$ cat src/sv/sthm_pkg.sv
`timescale 1ns / 1ps
// Package for the four-motor half-step sequencer: widths, codes, record types
// and the half-step coil table. No dependencies.
package sthm_pkg;

   localparam int NUM_MOTORS = 4;
   localparam int MAX_MOVE   = 10000;
   localparam int MOTOR_W    = 2;
   localparam int MOTOR_CNT  = 2 ** MOTOR_W;
   localparam int POS_W      = 16;
   localparam int PHASE_W    = 3;
   localparam int COIL_W     = 4;
   localparam int CNT_W      = $clog2(MAX_MOVE + 1);
   localparam int NUM_CFG    = 2 * MOTOR_CNT;
   localparam int CFG_IDX_W  = $clog2(NUM_CFG);
   localparam int CFG_W      = 16;

   typedef enum logic [1:0] {
      KIND_MOVE    = 2'd0,
      KIND_TICK    = 2'd1,
      KIND_RELEASE = 2'd2,
      KIND_SPARE   = 2'd3
   } kind_type;

   typedef enum logic [2:0] {
      ST_ACCEPTED = 3'd0,
      ST_LIMIT    = 3'd1,
      ST_RANGE    = 3'd2,
      ST_BUSY     = 3'd3,
      ST_STEPPED  = 3'd4,
      ST_IDLE     = 3'd5,
      ST_RELEASED = 3'd6
   } status_type;

   // One per-motor entry of the state memory
   typedef struct packed {
      logic signed [POS_W-1:0] position;
      logic [PHASE_W-1:0]      phase;
      logic [COIL_W-1:0]       coils;
   } motor_rec_type;

   localparam int REC_W = $bits(motor_rec_type);

   // Soft limit window of one motor
   typedef struct packed {
      logic signed [CFG_W-1:0] lo;
      logic signed [CFG_W-1:0] hi;
   } window_type;

   localparam logic [CFG_W-1:0] CFG_RESET [NUM_CFG] = '{
      16'hFC18, 16'd1000, 16'hFC18, 16'd1000,
      16'd0, 16'd2048, 16'd0, 16'd4096
   };

   function automatic logic [COIL_W-1:0] coil_pattern(input logic [PHASE_W-1:0] phase);
      logic [COIL_W-1:0] pat;
      unique case (phase)
         3'd0: pat = 4'h1;
         3'd1: pat = 4'h3;
         3'd2: pat = 4'h2;
         3'd3: pat = 4'h6;
         3'd4: pat = 4'h4;
         3'd5: pat = 4'hC;
         3'd6: pat = 4'h8;
         3'd7: pat = 4'h9;
         default: pat = '0;
      endcase
      return pat;
   endfunction

endpackage

$ cat src/sv/sthm_req_if.sv
`timescale 1ns / 1ps
// Request channel of the sequencer: valid/ready plus one command item.
// Depends on sthm_pkg.
interface sthm_req_if;
   import sthm_pkg::*;

   logic                    valid;
   logic                    ready;
   logic [1:0]              kind;
   logic [MOTOR_W-1:0]      motor;
   logic signed [CFG_W-1:0] steps;

   modport source (output valid, output kind, output motor, output steps, input ready);
   modport sink   (input valid, input kind, input motor, input steps, output ready);
endinterface

$ cat src/sv/sthm_rsp_if.sv
`timescale 1ns / 1ps
// Response channel of the sequencer: valid/ready plus one status item.
// Depends on sthm_pkg.
interface sthm_rsp_if;
   import sthm_pkg::*;

   logic                    valid;
   logic                    ready;
   logic [2:0]              status;
   logic [MOTOR_W-1:0]      motor_out;
   logic [COIL_W-1:0]       coils;
   logic signed [POS_W-1:0] position;
   logic                    done_res;

   modport source (output valid, output status, output motor_out, output coils,
                   output position, output done_res, input ready);
   modport sink   (input valid, input status, input motor_out, input coils,
                   input position, input done_res, output ready);
endinterface

$ cat src/sv/stepper_half_step_limited_mover.sv
`timescale 1ns / 1ps
// Top level of the four-motor half-step sequencer with soft position limits.
// Depends on sthm_pkg, sthm_req_if, sthm_rsp_if, sthm_ram and sthm_cfg.
//
//   channel   direction  handshake      carries
//   req_chan  in         valid/ready    kind, motor, steps
//   rsp_chan  out        valid/ready    status, motor_out, coils, position, done_res
//   csr_*     in         write enable   limit register index and value
//
// One item per cycle sustained while the response is not stalled. Acceptance loads
// the state memory read register and the execute stage; the item then moves into the
// response register, which offers it on rsp_chan, once that register is free.
// Reset clears the move control, the memory valid bits and both pipeline stages,
// and holds off the input; unwritten memory entries read as zero.
// A stalled response holds the item in the execute stage; a new item is taken in
// the same cycle the response register drains.
module stepper_half_step_limited_mover (
   input  logic                           clock,
   input  logic                           reset,
   sthm_req_if.sink                       req_chan,
   sthm_rsp_if.source                     rsp_chan,
   input  logic                           csr_wr_en,
   input  logic [sthm_pkg::CFG_IDX_W-1:0] csr_index,
   input  logic [sthm_pkg::CFG_W-1:0]     csr_wdata
);
   import sthm_pkg::*;

   // ---------------------------------------------------------------------------
   // Move control registers
   // ---------------------------------------------------------------------------
   logic               busy_ff, busy_in;
   logic [MOTOR_W-1:0] active_ff, active_in;
   logic               reverse_ff, reverse_in;
   logic [CNT_W-1:0]   left_ff, left_in;

   // Execute stage (item whose memory read is under way)
   logic                    s1_valid_ff;
   kind_type                s1_kind_ff;
   logic [MOTOR_W-1:0]      s1_motor_ff;
   logic [MOTOR_W-1:0]      s1_addr_ff;
   logic signed [CFG_W-1:0] s1_steps_ff;
   logic                    fwd_ff;
   motor_rec_type           fwd_rec_ff;

   // Memory entry valid bits
   logic [MOTOR_CNT-1:0] vld_ff;

   // Response register
   logic                    out_valid_ff;
   status_type              out_status_ff, out_status_in;
   logic [MOTOR_W-1:0]      out_motor_ff, out_motor_in;
   logic [COIL_W-1:0]       out_coils_ff, out_coils_in;
   logic signed [POS_W-1:0] out_pos_ff, out_pos_in;
   logic                    out_done_ff, out_done_in;

   logic               out_free, s1_adv, accept;
   logic [MOTOR_W-1:0] rd_addr;
   logic [REC_W-1:0]   rd_data;
   motor_rec_type      cur_rec, new_rec;
   logic               wr_req, wr_en;
   window_type         window;

   assign out_free       = !out_valid_ff || rsp_chan.ready;
   assign s1_adv         = s1_valid_ff && out_free;
   assign req_chan.ready = !reset && (!s1_valid_ff || out_free);
   assign accept         = req_chan.valid && req_chan.ready;
   assign wr_en          = s1_adv && wr_req;

   // ---------------------------------------------------------------------------
   // State memory and limit registers
   // ---------------------------------------------------------------------------
   sthm_ram #(
      .WIDTH (REC_W),
      .DEPTH (MOTOR_CNT)
   ) u_state_ram (
      .clock   (clock),
      .wr_en   (wr_en),
      .wr_addr (s1_addr_ff),
      .wr_data (new_rec),
      .rd_en   (accept),
      .rd_addr (rd_addr),
      .rd_data (rd_data)
   );

   sthm_cfg u_cfg (
      .clock    (clock),
      .reset    (reset),
      .wr_en    (csr_wr_en),
      .wr_index (csr_index),
      .wr_data  (csr_wdata),
      .rd_motor (s1_motor_ff),
      .window   (window)
   );

   // Address the moving motor for a tick while a move is armed, as it will
   // stand once the item in the execute stage has finished.
   always_comb begin
      if (kind_type'(req_chan.kind) == KIND_TICK && busy_in) begin
         rd_addr = active_in;
      end else begin
         rd_addr = req_chan.motor;
      end
   end

   // ---------------------------------------------------------------------------
   // Execute: read-modify-write of the addressed motor entry
   // ---------------------------------------------------------------------------
   logic [CFG_W:0]         steps_x, mag;
   logic signed [CFG_W+1:0] target, lo_x, hi_x;
   logic                   motor_ok, rep_ok;
   logic [MOTOR_W-1:0]     rep_motor;

   always_comb begin
      // Take the entry from the write just made to the same motor, if any
      if (fwd_ff) begin
         cur_rec = fwd_rec_ff;
      end else if (vld_ff[s1_addr_ff]) begin
         cur_rec = motor_rec_type'(rd_data);
      end else begin
         cur_rec = '0;
      end

      steps_x  = {s1_steps_ff[CFG_W-1], s1_steps_ff};
      mag      = s1_steps_ff[CFG_W-1] ? ((CFG_W+1)'(0) - steps_x) : steps_x;
      target   = (CFG_W+2)'(cur_rec.position) + (CFG_W+2)'(s1_steps_ff);
      lo_x     = (CFG_W+2)'(window.lo);
      hi_x     = (CFG_W+2)'(window.hi);
      motor_ok = {1'b0, s1_motor_ff} < (MOTOR_W+1)'(NUM_MOTORS);

      new_rec       = cur_rec;
      wr_req        = 1'b0;
      busy_in       = busy_ff;
      active_in     = active_ff;
      reverse_in    = reverse_ff;
      left_in       = left_ff;
      out_status_in = ST_IDLE;
      out_done_in   = 1'b0;
      rep_motor     = s1_motor_ff;

      if (s1_valid_ff) begin
         priority if (s1_kind_ff == KIND_TICK && busy_ff) begin
            // Drive the current phase, then advance phase, position and count
            new_rec.coils = coil_pattern(cur_rec.phase);
            if (reverse_ff) begin
               new_rec.phase    = cur_rec.phase - PHASE_W'(1);
               new_rec.position = cur_rec.position - POS_W'(1);
            end else begin
               new_rec.phase    = cur_rec.phase + PHASE_W'(1);
               new_rec.position = cur_rec.position + POS_W'(1);
            end
            wr_req    = 1'b1;
            left_in   = left_ff - CNT_W'(1);
            rep_motor = active_ff;
            out_status_in = ST_STEPPED;
            if (left_ff == CNT_W'(1)) begin
               busy_in     = 1'b0;
               out_done_in = 1'b1;
            end
         end else if (s1_kind_ff == KIND_TICK || s1_kind_ff == KIND_SPARE) begin
            out_status_in = ST_IDLE;
         end else if (busy_ff) begin
            out_status_in = ST_BUSY;
         end else if (s1_kind_ff == KIND_RELEASE) begin
            out_status_in = ST_RELEASED;
            if (motor_ok) begin
               new_rec.coils = '0;
               wr_req        = 1'b1;
            end
         end else if (mag > (CFG_W+1)'(MAX_MOVE)) begin
            out_status_in = ST_RANGE;
         end else if (!motor_ok || target < lo_x || target > hi_x) begin
            out_status_in = ST_LIMIT;
         end else if (mag == '0) begin
            // Zero-length move completes at once
            out_status_in = ST_ACCEPTED;
            out_done_in   = 1'b1;
         end else begin
            out_status_in = ST_ACCEPTED;
            busy_in       = 1'b1;
            active_in     = s1_motor_ff;
            reverse_in    = s1_steps_ff[CFG_W-1];
            left_in       = mag[CNT_W-1:0];
         end
      end

      rep_ok       = {1'b0, rep_motor} < (MOTOR_W+1)'(NUM_MOTORS);
      out_motor_in = rep_motor;
      out_coils_in = rep_ok ? new_rec.coils : '0;
      out_pos_in   = rep_ok ? new_rec.position : '0;
   end

   // ---------------------------------------------------------------------------
   // Control registers
   // ---------------------------------------------------------------------------
   always_ff @(posedge clock) begin
      if (reset) begin
         busy_ff      <= 1'b0;
         active_ff    <= '0;
         reverse_ff   <= 1'b0;
         left_ff      <= '0;
         s1_valid_ff  <= 1'b0;
         fwd_ff       <= 1'b0;
         vld_ff       <= '0;
         out_valid_ff <= 1'b0;
      end else begin
         if (s1_adv) begin
            busy_ff    <= busy_in;
            active_ff  <= active_in;
            reverse_ff <= reverse_in;
            left_ff    <= left_in;
         end
         if (wr_en) begin
            vld_ff[s1_addr_ff] <= 1'b1;
         end
         if (accept) begin
            s1_valid_ff <= 1'b1;
            fwd_ff      <= wr_en && (s1_addr_ff == rd_addr);
         end else if (s1_adv) begin
            s1_valid_ff <= 1'b0;
         end
         if (s1_adv) begin
            out_valid_ff <= 1'b1;
         end else if (rsp_chan.ready) begin
            out_valid_ff <= 1'b0;
         end
      end
   end

   // Payload registers: hold unless a new item enters
   always_ff @(posedge clock) begin
      if (accept) begin
         s1_kind_ff  <= kind_type'(req_chan.kind);
         s1_motor_ff <= req_chan.motor;
         s1_addr_ff  <= rd_addr;
         s1_steps_ff <= req_chan.steps;
         fwd_rec_ff  <= new_rec;
      end
      if (s1_adv) begin
         out_status_ff <= out_status_in;
         out_motor_ff  <= out_motor_in;
         out_coils_ff  <= out_coils_in;
         out_pos_ff    <= out_pos_in;
         out_done_ff   <= out_done_in;
      end
   end

   assign rsp_chan.valid     = out_valid_ff;
   assign rsp_chan.status    = out_status_ff;
   assign rsp_chan.motor_out = out_motor_ff;
   assign rsp_chan.coils     = out_coils_ff;
   assign rsp_chan.position  = out_pos_ff;
   assign rsp_chan.done_res  = out_done_ff;
endmodule

$ cat src/sv/sthm_ram.sv
`timescale 1ns / 1ps
// Generic single-write, single-read synchronous RAM with registered read data.
// No dependencies.
module sthm_ram #(
   parameter int WIDTH = 8,
   parameter int DEPTH = 4
) (
   input  logic                     clock,
   input  logic                     wr_en,
   input  logic [$clog2(DEPTH)-1:0] wr_addr,
   input  logic [WIDTH-1:0]         wr_data,
   input  logic                     rd_en,
   input  logic [$clog2(DEPTH)-1:0] rd_addr,
   output logic [WIDTH-1:0]         rd_data
);
   logic [WIDTH-1:0] mem_ff [DEPTH];
   logic [WIDTH-1:0] rd_data_ff;

   always_ff @(posedge clock) begin
      if (wr_en) begin
         mem_ff[wr_addr] <= wr_data;
      end
      if (rd_en) begin
         rd_data_ff <= mem_ff[rd_addr];
      end
   end

   assign rd_data = rd_data_ff;
endmodule

$ cat src/sv/sthm_cfg.sv
`timescale 1ns / 1ps
// Soft limit register file: one min/max pair per motor, written by index.
// Depends on sthm_pkg.
module sthm_cfg (
   input  logic                            clock,
   input  logic                            reset,
   input  logic                            wr_en,
   input  logic [sthm_pkg::CFG_IDX_W-1:0]  wr_index,
   input  logic [sthm_pkg::CFG_W-1:0]      wr_data,
   input  logic [sthm_pkg::MOTOR_W-1:0]    rd_motor,
   output sthm_pkg::window_type            window
);
   import sthm_pkg::*;

   logic [CFG_W-1:0] min_ff [MOTOR_CNT];
   logic [CFG_W-1:0] max_ff [MOTOR_CNT];

   always_ff @(posedge clock) begin
      if (reset) begin
         for (int i = 0; i < MOTOR_CNT; i++) begin
            min_ff[i] <= CFG_RESET[2*i];
            max_ff[i] <= CFG_RESET[2*i+1];
         end
      end else if (wr_en) begin
         // Even index holds the lower bound, odd the upper
         if (wr_index[0]) begin
            max_ff[wr_index[CFG_IDX_W-1:1]] <= wr_data;
         end else begin
            min_ff[wr_index[CFG_IDX_W-1:1]] <= wr_data;
         end
      end
   end

   assign window.lo = $signed(min_ff[rd_motor]);
   assign window.hi = $signed(max_ff[rd_motor]);
endmodule
$ cat src/flat_wrapper.sv
// flat-port wrapper written by rule: the top's interface ports become plain ports
module stepper_half_step_limited_mover_flat import sthm_pkg::*;
  (clock, reset, csr_wr_en, csr_index, csr_wdata, req_chan_valid, req_chan_kind, req_chan_motor, req_chan_steps, req_chan_ready, rsp_chan_valid, rsp_chan_status, rsp_chan_motor_out, rsp_chan_coils, rsp_chan_position, rsp_chan_done_res, rsp_chan_ready);
  sthm_req_if req_chan_i ();
  sthm_rsp_if rsp_chan_i ();
  input  logic clock;
  input  logic reset;
  input  logic csr_wr_en;
  input  logic [sthm_pkg::CFG_IDX_W-1:0] csr_index;
  input  logic [sthm_pkg::CFG_W-1:0] csr_wdata;
  input wire logic [$bits(req_chan_i.valid)-1:0] req_chan_valid;
  input wire logic [$bits(req_chan_i.kind)-1:0] req_chan_kind;
  input wire logic [$bits(req_chan_i.motor)-1:0] req_chan_motor;
  input wire logic [$bits(req_chan_i.steps)-1:0] req_chan_steps;
  output wire logic [$bits(req_chan_i.ready)-1:0] req_chan_ready;
  output wire logic [$bits(rsp_chan_i.valid)-1:0] rsp_chan_valid;
  output wire logic [$bits(rsp_chan_i.status)-1:0] rsp_chan_status;
  output wire logic [$bits(rsp_chan_i.motor_out)-1:0] rsp_chan_motor_out;
  output wire logic [$bits(rsp_chan_i.coils)-1:0] rsp_chan_coils;
  output wire logic [$bits(rsp_chan_i.position)-1:0] rsp_chan_position;
  output wire logic [$bits(rsp_chan_i.done_res)-1:0] rsp_chan_done_res;
  input wire logic [$bits(rsp_chan_i.ready)-1:0] rsp_chan_ready;
  assign req_chan_i.valid = req_chan_valid;
  assign req_chan_i.kind = req_chan_kind;
  assign req_chan_i.motor = req_chan_motor;
  assign req_chan_i.steps = req_chan_steps;
  assign req_chan_ready = req_chan_i.ready;
  assign rsp_chan_valid = rsp_chan_i.valid;
  assign rsp_chan_status = rsp_chan_i.status;
  assign rsp_chan_motor_out = rsp_chan_i.motor_out;
  assign rsp_chan_coils = rsp_chan_i.coils;
  assign rsp_chan_position = rsp_chan_i.position;
  assign rsp_chan_done_res = rsp_chan_i.done_res;
  assign rsp_chan_i.ready = rsp_chan_ready;
  stepper_half_step_limited_mover u_core (.clock(clock), .reset(reset), .req_chan(req_chan_i), .rsp_chan(rsp_chan_i), .csr_wr_en(csr_wr_en), .csr_index(csr_index), .csr_wdata(csr_wdata));
endmodule
$ cat config.mk
export PLATFORM = sky130hd
export DESIGN_NAME = stepper_half_step_limited_mover_flat
export DESIGN_NICKNAME = d
export VERILOG_FILES = /design/src/sv/sthm_pkg.sv /design/src/sv/sthm_req_if.sv /design/src/sv/sthm_rsp_if.sv /design/src/sv/stepper_half_step_limited_mover.sv /design/src/sv/sthm_ram.sv /design/src/sv/sthm_cfg.sv /design/src/flat_wrapper.sv
export SDC_FILE = /design/constraint.sdc
export NUM_CORES = 1
export LEC_CHECK = 0
export BUFFER_PORTS_ARGS = -buffer_cell sky130_fd_sc_hd__buf_2
export CELL_PAD_IN_SITES_DETAIL_PLACEMENT = 1
export CELL_PAD_IN_SITES_GLOBAL_PLACEMENT = 1
export CORE_MARGIN = 3
export CORE_UTILIZATION = 50
export DETAILED_ROUTE_END_ITERATION = 16
export PLACE_DENSITY_LB_ADDON = 0.1
export SLEW_MARGIN = 10
export SYNTH_ARGS = -nofsm -noshare
export SYNTH_HDL_FRONTEND = slang
export SYNTH_HIERARCHICAL = 1
export SYNTH_SLANG_ARGS = --single-unit
$ cat constraint.sdc
create_clock -name clock -period 8.49 [get_ports clock]
set_input_delay 1.698 -clock clock [delete_from_list [all_inputs] [get_ports clock]]
set_output_delay 1.698 -clock clock [all_outputs]
set_load 0.02 [all_outputs]
==> flow_metrics.py <==
metrics = {
    "outcome": {
        "status": "complete, no violations",
    },
    "power_and_ir_drop": {
        "finalPower_uw": 3800,
        "leakage_uw": 0.00678,
        "max-vdd-ir-drop_v": 0.000172,
        "p_per_area_nw_per_um2": 205,
    },
    "synthesis": {
        "synthFlopType": "edfxtp_1",
        "synth-warning-count": 6,
        "avgSynthCellArea_sq_um": 13.0,
        "synth_nets": 1392,
        "ys_seq_elements": 339,
        "synth_area_sq_um": 16600,
        "netlist_instances": 1278,
        "synth_cell_type_count": 77,
        "synth-edff-count": 314,
        "ys_seq_area_share_pct": 59.8,
        "ys_async_sr_fraction_pct": 0,
    },
    "global_route": {
        "antenna_found_initial": 0,
        "grt_use_total_pct": 24.5,
        "grt_pass1_wl_um": 67500,
        "grt_pass1_vias": 11700,
        "grt_max_degree": 71,
        "grt_overflow": 0,
    },
    "die": {
        "initial_core_util_pct": 50.9,
        "num_rows": 66,
        "fp.dieH_um": 188,
        "dieArea_sq_um": 35400,
        "dieWidth_um": 188,
        "core_area_sq_um": 32600,
        "io_pins": 72,
    },
    "clock_tree": {
        "clock_latency_ns": 0.54,
        "h-tree-depth": 2,
        "clockBufferDepth": 3,
        "post_cts.repair.setup_buffers": 0,
        "postCtsResizedCells": 0,
        "cts_tree": "done",
        "clockRootBuffer": "clkbuf_16",
        "numCtsBuffers": 37,
        "cts_hold_buf": 0,
        "cts_num_sinks": 339,
        "path_clk_slew_ns": 0.06,
    },
    "flow_run": {
        "maxCapViolations": 0,
    },
    "worst_setup_path": {
        "crit_path_max_fanout": 25,
        "ff2ff_path_depth": 27,
        "cp.arrival_ns": 8.08,
        "regToRegSetupSlack_ns": 0.67,
        "required_ns": 8.76,
        "crit_path_start_kind": "flip-flop",
        "worst_path_max_delay_cell": "mux4_2",
        "cpPeakStageDelay_ns": 0.64,
        "rr_endpoint": "u_core/u_state_ram/rd_data[22]",
        "worstSetupPathType": "flip-flop to flip-flop",
        "reg2reg_from": "u_core/s1_addr_ff[0]",
        "worstSetupEndpointType": "flip-flop",
    },
    "finish": {
        "layout.nets": 1459,
        "instances_no_fill": 1811,
        "nFillCells": 3254,
        "syn_to_final_growth_pct": 11.8,
        "n_antenna_cell": 0,
        "drive_above_1_share_pct": 15.9,
    },
    "sta": {
        "clock.fmax_mhz": 128,
        "max-slew-margin-rel_pct": 25.3,
        "worst_slack_ns": 0.673,
        "tightest_slew_ns": 1.12,
        "hold_viol_final": 0,
        "layout_min_cycle_time_ns": 7.82,
        "holdWs_ns": 0.484,
        "finClkSkew_ns": 0.0221,
        "setup_viol": 0,
        "rsz0062_at_grt": "no",
        "drv_slew": 0,
        "post-route-period-util_pct": 92.1,
        "tns_ns": 0,
    },
    "placement": {
        "gp_congestion": 0.850,
        "place_ws_ns": 0.520,
        "dpl.cell_count": 1748,
        "post-dp-hpwl_um": 28800,
        "portBuffers": 71,
    },
    "detailed_routing": {
        "drtAntennaViolNets": 0,
        "firstDrtPassIters": 5,
        "wl_met2_um": 21300,
        "wl_met1_um": 18600,
        "num_vias": 10900,
        "detail_route.wl_per_cell_um": 23.8,
        "routed.top_layer": "met4",
        "viasPerCell": 6.01,
        "wl_met3_um": 2260,
        "drtIter0Drc": 720,
        "wirelength_um": 43000,
        "drcViolationCount": 0,
    },
    "min_path": {
        "worstHoldEndpoint": "u_core/left_ff[6]",
        "worstHoldStart": "u_core/left_ff[6]",
        "holdPathStages": 2,
        "hold_path.class": "flip-flop to flip-flop",
    },
}
per-stage QoR:
step	util [%]	instance area, sq um
global placement	53.3	17400
finish	56.9	18600
detailed placement	53.3	17400
floorplan	-	16600
global route	56.9	18600
CTS	56.9	18600
layout by cell type (no fill, tap or decap), types with 34 or more instances in the layout:
cell type  netlist  routed
nand2_1         91      91
ha_1            67      67
a21oi_1         64      64
o21ai_1         37      37
and3_1          36      36
nor2_1         127     127
edfxtp_1       314     314
buf_2           11      71
inv_1           68      68
clkbuf_16        0      37
mux4_2          53      53
or3_1           34      34
sequential cells by signal (all words and copies together), names as in the netlist, 3 cells and up:
register / count
u_core/fwd_rec_ff: 23
u_core/left_ff: 14
u_core/rsp_chan.coils: 4
u_core/rsp_chan.position: 16
u_core/rsp_chan.status: 3
u_core/s1_steps_ff: 16
u_core/u_cfg/max_ff: 64
u_core/u_cfg/min_ff: 64
u_core/u_state_ram/mem_ff: 92
u_core/u_state_ram/rd_data: 23
u_core/vld_ff: 4
cells in the mapped netlist, types with 8 or more instances:
master / n / area, sq um
mux4_2: 53 / 1190
a21o_1: 9 / 67.6
a31oi_1: 11 / 68.8
nand2_1: 91 / 342
or3_1: 34 / 213
edfxtp_1: 314 / 9430
a21oi_1: 64 / 320
o21ai_0: 23 / 115
nand4_1: 10 / 62.6
nor2b_1: 10 / 62.6
ha_1: 67 / 838
inv_1: 68 / 255
nand3_1: 12 / 60.1
o31ai_1: 8 / 60.1
nor2_1: 127 / 477
nor3_1: 19 / 95.1
o21bai_1: 8 / 60.1
buf_2: 11 / 55.1
clkbuf_1: 40 / 150
and2_1: 13 / 81.3
and3_1: 36 / 225
xor2_1: 12 / 105
o211ai_1: 9 / 67.6
o21ai_1: 37 / 185
nand2b_1: 16 / 100
xnor2_1: 25 / 219
dfxtp_1: 25 / 500
worst max-delay path: cells and delay by family, from the launching register on:
kind | cells | cell delay, ns
simple gates | 5 | 1.10
fa+ha+maj | 3 | 0.90
compound gates | 15 | 3.28
buf+inv | 2 | 0.47
flops | 1 | 0.52
mux | 2 | 1.25
layout make-up:
| type | instances | area, sq um | share of cell area (%) |
|---|---|---|---|
| well taps | 442 | 553 | 2.98 |
| repair buffers | 89 | 494 | 2.66 |
| flip-flops and latches | 339 | 9930 | 53.5 |
| clock buffers | 42 | 945 | 5.09 |
| multi-input cells | 810 | 6160 | 33.2 |
| inverters | 68 | 255 | 1.37 |
| clock inverters | 21 | 233 | 1.25 |
per-layer routing:
| metal | track usage (%) | up-vias |
|---|---|---|
| met4 | 6.67 | 0 |
| met2 | 41.9 | 276 |
| met5 | 0 | - |
| met3 | 3.74 | 71 |
| met1 | 33.1 | 5572 |
| li1 | - | 4972 |
how the worst max path moves through the flow:
stage	depth (start not counted)	from	slack [ns]	to
after global placement	27	u_core/s1_addr_ff[0]	0.84	u_core/u_state_ram/rd_data[22]
final	27	u_core/s1_addr_ff[0]	0.67	u_core/u_state_ram/rd_data[22]
after CTS	27	u_core/s1_addr_ff[0]	0.53	u_core/u_state_ram/rd_data[22]
after global routing	27	u_core/s1_addr_ff[0]	0.08	u_core/u_state_ram/rd_data[22]
after detailed placement	27	u_core/s1_addr_ff[0]	0.52	u_core/u_state_ram/rd_data[0]
after floorplan	28	u_core/s1_addr_ff[0]	1.54	u_core/u_state_ram/rd_data[10]
logic make-up (layout without fill, tap and decap cells):
family | count (synthesis) | count (layout) | share of synthesized area [%]
fa+ha+maj | 70 | 70 | 5.41
buf+inv | 129 | 220 | 3.29
compound gates | 232 | 232 | 9.02
xor+xnor | 37 | 37 | 1.95
flops | 339 | 339 | 59.8
mux | 64 | 64 | 8.16
simple gates | 407 | 407 | 12.4
report_power, final:
group,switching [uW],internal (uW),leakage (uW)
Combinational,187,113,0.00302
Sequential,28.7,1890,0.00321
Clock,658,926,0.000551
No activity file was read; power rests on OpenSTA's default activity.
